$ cat config.mk
export PLATFORM = sky130hd
export DESIGN_NAME = mlfq_div
export DESIGN_NICKNAME = d
export VERILOG_FILES = /design/src/hdl/mlfq_pkg.sv /design/src/hdl/mlfq_div.sv
export SDC_FILE = /design/constraint.sdc
export NUM_CORES = 1
export LEC_CHECK = 0
export BUFFER_PORTS_ARGS = -buffer_cell sky130_fd_sc_hd__buf_2
export CAP_MARGIN = 30
export CORE_MARGIN = 2
export CORE_UTILIZATION = 55
export DETAILED_ROUTE_END_ITERATION = 8
export GPL_TIMING_DRIVEN = 0
export MAX_ROUTING_LAYER = met4
export PLACE_DENSITY = 0.82
export SETUP_SLACK_MARGIN = 0.5
export SYNTH_ARGS = -nofsm -noshare
export SYNTH_HDL_FRONTEND = slang
export SYNTH_SLANG_ARGS = --single-unit
$ cat constraint.sdc
create_clock -name clock -period 5.8 [get_ports clock]
set_input_delay 1.45 -clock clock [delete_from_list [all_inputs] [get_ports clock]]
set_output_delay 1.45 -clock clock [all_outputs]
set_load 0.05 [all_outputs]
$ cat src/hdl/mlfq_pkg.sv
package mlfq_pkg;

   // Table geometry and fixed point
   localparam int THREADS_DEFAULT = 64;
   localparam int FRAC_BITS       = 14;
   localparam int FIXED_ONE       = 16384;
   localparam int PRIO_MAX        = 63;
   localparam int NICE_LIMIT      = 20;
   localparam int LOAD_COEF       = 16110;   // 59/60 in 17.14, truncated
   // count*F/60 as (count * LOAD_RECIP) >> 11, exact for counts up to 255
   localparam int LOAD_RECIP      = 559241;

   // Shared divider widths
   localparam int DIV_NUM_W = 64;
   localparam int DIV_DEN_W = 34;

   // Memory entry: nice, recent usage, priority
   localparam int ENTRY_W = 44;

   typedef enum logic [2:0] {
      CMD_TICK    = 3'd0,
      CMD_LOAD    = 3'd1,
      CMD_DECAY   = 3'd2,
      CMD_REPRIO  = 3'd3,
      CMD_CREATE  = 3'd4,
      CMD_EXIT    = 3'd5,
      CMD_NICE    = 3'd6,
      CMD_READ    = 3'd7
   } cmd_type;

   // Saturate a 34-bit signed sum to 32 bits
   function automatic logic signed [31:0] sat32(input logic signed [33:0] v);
      logic signed [31:0] r;
      r = v[31:0];
      if (v > 34'sh0_7FFF_FFFF) begin
         r = 32'sh7FFF_FFFF;
      end else if (v < -34'sh0_8000_0000) begin
         r = -32'sh8000_0000;
      end
      return r;
   endfunction

   // priority = clamp((63F - rc/4 - 2*nice*F) / F, 0, 63), truncating divisions
   function automatic logic [5:0] prio_calc(input logic signed [5:0] nice,
                                            input logic signed [31:0] rc);
      logic signed [33:0] rc34;
      logic signed [33:0] rq;
      logic signed [33:0] nf2;
      logic signed [33:0] p;
      logic [19:0]        hi;
      logic [5:0]         r;
      rc34 = {{2{rc[31]}}, rc};
      rq   = (rc34 + (rc[31] ? 34'sd3 : 34'sd0)) >>> 2;
      nf2  = {{13{nice[5]}}, nice, 15'b0};
      p    = 34'(PRIO_MAX * FIXED_ONE) - rq - nf2;
      hi   = p[33:14];
      if (p[33]) begin
         r = 6'd0;
      end else if (hi > 20'(PRIO_MAX)) begin
         r = 6'(PRIO_MAX);
      end else begin
         r = hi[5:0];
      end
      return r;
   endfunction

   // 100*x/F rounded half away from zero
   function automatic logic signed [31:0] hundredths(input logic signed [31:0] x);
      logic signed [39:0] xv;
      logic signed [39:0] v;
      logic signed [39:0] m;
      logic signed [39:0] q;
      xv = {{8{x[31]}}, x};
      v  = (xv <<< 6) + (xv <<< 5) + (xv <<< 2);
      if (!v[39]) begin
         q = (v + 40'sd8192) >>> FRAC_BITS;
      end else begin
         m = -v;
         q = -((m + 40'sd8192) >>> FRAC_BITS);
      end
      return q[31:0];
   endfunction

endpackage

$ cat src/hdl/mlfq_div.sv
module mlfq_div (
   input  logic                             clock,
   input  logic                             reset,
   input  logic                             start,
   input  logic [mlfq_pkg::DIV_NUM_W-1:0]   numer,
   input  logic [mlfq_pkg::DIV_DEN_W-1:0]   denom,
   output logic                             done,
   output logic [mlfq_pkg::DIV_NUM_W-1:0]   quot
);

   localparam int NW = mlfq_pkg::DIV_NUM_W;
   localparam int DW = mlfq_pkg::DIV_DEN_W;
   localparam int CW = $clog2(NW);

   logic [NW-1:0] num_ff, num_in;
   logic [DW-1:0] den_ff, den_in;
   logic [DW-1:0] rem_ff, rem_in;
   logic [CW-1:0] cnt_ff, cnt_in;
   logic          run_ff, run_in;
   logic          done_ff, done_in;
   logic [DW-1:0] trial;
   logic          fits;

   // Restoring division, one quotient bit a cycle; remainder stays below denom
   always_comb begin
      trial   = {rem_ff[DW-2:0], num_ff[NW-1]};
      fits    = (trial >= den_ff);
      num_in  = num_ff;
      den_in  = den_ff;
      rem_in  = rem_ff;
      cnt_in  = cnt_ff;
      run_in  = run_ff;
      done_in = 1'b0;
      if (start) begin
         num_in = numer;
         den_in = denom;
         rem_in = '0;
         cnt_in = '0;
         run_in = 1'b1;
      end else if (run_ff) begin
         rem_in = fits ? (trial - den_ff) : trial;
         num_in = {num_ff[NW-2:0], fits};
         cnt_in = cnt_ff + 1'b1;
         if (cnt_ff == CW'(NW - 1)) begin
            run_in  = 1'b0;
            done_in = 1'b1;
         end
      end
   end

   always_ff @(posedge clock) begin
      num_ff <= num_in;
      den_ff <= den_in;
      rem_ff <= rem_in;
      cnt_ff <= cnt_in;
      if (reset) begin
         run_ff  <= 1'b0;
         done_ff <= 1'b0;
      end else begin
         run_ff  <= run_in;
         done_ff <= done_in;
      end
   end

   assign done = done_ff;
   assign quot = num_ff;

endmodule

==> flow_summary.ini <==
[outcome]
status = finished, final reports clean

[clocking]
postCtsSetupBuffers = 0
cts-root-buf = clkbuf_16
cts_tree = yes
clkTransAtPathRegs_ps = 60
clk_latency_ps = 430
ctsHoldBuffers = 0
clk_path_buf_depth = 2
cts.sinks = 139
cts_resized = 0
cts_inserted_buffers = 17
htree_levels = 4

[worst_setup_path]
crit_top_cell = clkbuf_1
cp.arrival_ps = 3970
cp-end-kind = flip-flop
crit_family = buffers and inverters
slowest_delay_ps = 630
ff2ff_path_depth = 14
path_class = primary input to flip-flop
r2r_start = quot[63]
startpoint = start
critPathLaunchType = primary input
r2r_end = rem_ff[22]
crit_chain = buf_2 -> clkbuf_1 -> clkbuf_1 -> clkbuf_1 -> mux2_2
cp_max_fo = 35
cp.buffers_inverters = 4
slowest_stage = buf_2
r2r_slack_ps = 2130
cp.required_ps = 5980

[layout]
area_delta_synth_final_pct = 22.9
drive_gt1_share_pct = 32.1
num_antenna_cells = 0
layout.nets = 996
final_cell_mix = buf_2 (169), edfxtp_1 (98), mux2_2 (66)
final_common_cell = buf_2
nFillCells = 998

[sta]
timing_hold_violations_final = 0
grt_setup_unrepaired = no
max_freq_ghz = 0.264
final.setup.tns_ps = 0
skew_ps = 10.7
finalMaxSlewViolations = 0
holdWs_ps = 495
max_slew_margin_pct = 45.1
period_needed_ps = 3790
worst_pin_slew_ps = 823
period_share_pct = 65.3
final-setup-viol-count = 0

[placed_design]
gp_congestion = 0.942
portBuffers = 165
post-dp-hpwl_um = 13300

[logic_synthesis]
synth_cell_types = 57
yosysSeqAreaShare_pct = 50.0
synth_cells = 674
yosys.area.top_type = edfxtp_1
ys_async_sr_fraction_pct = 0
ys_top_cells_by_area = edfxtp_1 (39%), dfxtp_1 (11%), mux2_2 (9.9%)
yosys_register_bits = 139
synth_ff_type = edfxtp_1
synth_edf_count = 98
yosysWarnings = 0
avgSynthCellArea_um2 = 11.2
synth_top_area_share_pct = 39.1
syn_area_um2 = 7520
syn-num-nets = 811

[min_path]
min_to = rem_ff[32]
min_path_cells = 2
worstHoldStart = rem_ff[32]
hp-class = flip-flop to flip-flop

[die]
ios = 166
rows = 42
die_y_um = 121
core_area_um2 = 13300
die_w_um = 121
initial_core_util_pct = 56.6
die-area_um2 = 14600

[routing]
routedWlPerCell_um = 17.6
drt-total-wl_um = 18400
antenna_left = 0
viasPerCell = 5.75
vias = 6024
route.detailed.drc = 0
dr.pass1.iters = 6
drt_iter0_drc = 328

[grt]
grt_start_max_net_pins = 40
grt_pass1_wl_um = 29700
grt-ovfl-total = 0
antenna_found_initial = 0
grt_pass1_vias = 6229
grt_use_total_pct = 27.0

[power]
max-vdd-ir-drop_mv = 0.230
p_per_area_nw_per_um2 = 329
p_leak_nw = 3.87

[job]
drv_cap = 0
## cell usage after synthesis, types with 20 or more instances
library cell / number
a211oi_1: 20
a21oi_1: 35
clkbuf_1: 27
dfxtp_1: 41
edfxtp_1: 98
ha_1: 35
inv_1: 42
mux2_2: 66
mux2i_1: 20
nand2_1: 41
nor2_1: 42
o21ai_0: 31
## where the power goes
group	total (W)	switching [W]	internal (W)
clock	0.00122	0.000451	0.000773
sequential	0.00120	0.0000424	0.00116
combinational	0.000622	0.000413	0.000209
## stage by stage
| step | area, um^2 | utilization, % | power (W) | std cells | worst slack [ps] |
|---|---|---|---|---|---|
| final | 9250 | 69.6 | 0.00305 | 1048 | 2010 |
| after global routing | 9250 | 69.6 | 0.00315 | 1048 | 1830 |
| after CTS | 9250 | 69.6 | 0.00306 | 1048 | 1990 |
| after detailed placement | 8590 | 64.6 | 0.00184 | 1016 | 1520 |
| after global placement | 8570 | 64.5 | 0.00182 | 1015 | 477 |
| after floorplan | 7520 | - | 0.00167 | 674 | 2180 |
## registers in the layout, summed over array words and instances (netlist names)
signal,cells
done,1
quot,64
den_ff,34
rem_ff,33
cnt_ff,6
run_ff,1
## cell type report
cell class                      instances  area, um^2  share of cell area [%]
Inverter                               42         158                    1.70
Sequential cell                       139        3760                    40.7
Multi-Input combinational cell        457        3430                    37.0
Timing Repair Buffer                  166         846                    9.14
Tap cell                              176         220                    2.38
Buffer                                 36         176                    1.91
Clock inverter                         15         235                    2.54
Clock buffer                           17         425                    4.60
## tightest hold or removal path, cell delays in order (launching register included)
cell and delay [ps]:
dfxtp_1 320, nand2_1 60, o211ai_1 70
## logic make-up after synthesis
kind of cell,share of synthesized area (%)
DFF,50.0
AOI/OAI and AO/OA,13.9
muxes,12.5
buffers and inverters,4.44
xor gates and xnor gates,3.38
adders and majority gates,6.09
and+or+nand+nor,9.69
## worst max-delay path by stage
stage | to | slack (ps) | cells after the start
floorplan | quot[0] | 2180 | 4
global placement | quot[10] | 480 | 5
detailed placement | quot[10] | 1520 | 6
CTS | quot[52] | 1990 | 5
global route | quot[10] | 1830 | 6
finish | quot[53] | 2010 | 5
## routing by layer
| layer | GRT usage (%) | wire length, um |
|---|---|---|
| met1 | 31.7 | 7640 |
| met2 | 44.7 | 9150 |
| met3 | 6.86 | 1220 |
| met4 | 10.5 | 384 |
| met5 | - | 0 |
Note: power is estimated with default switching activity, not from simulation.
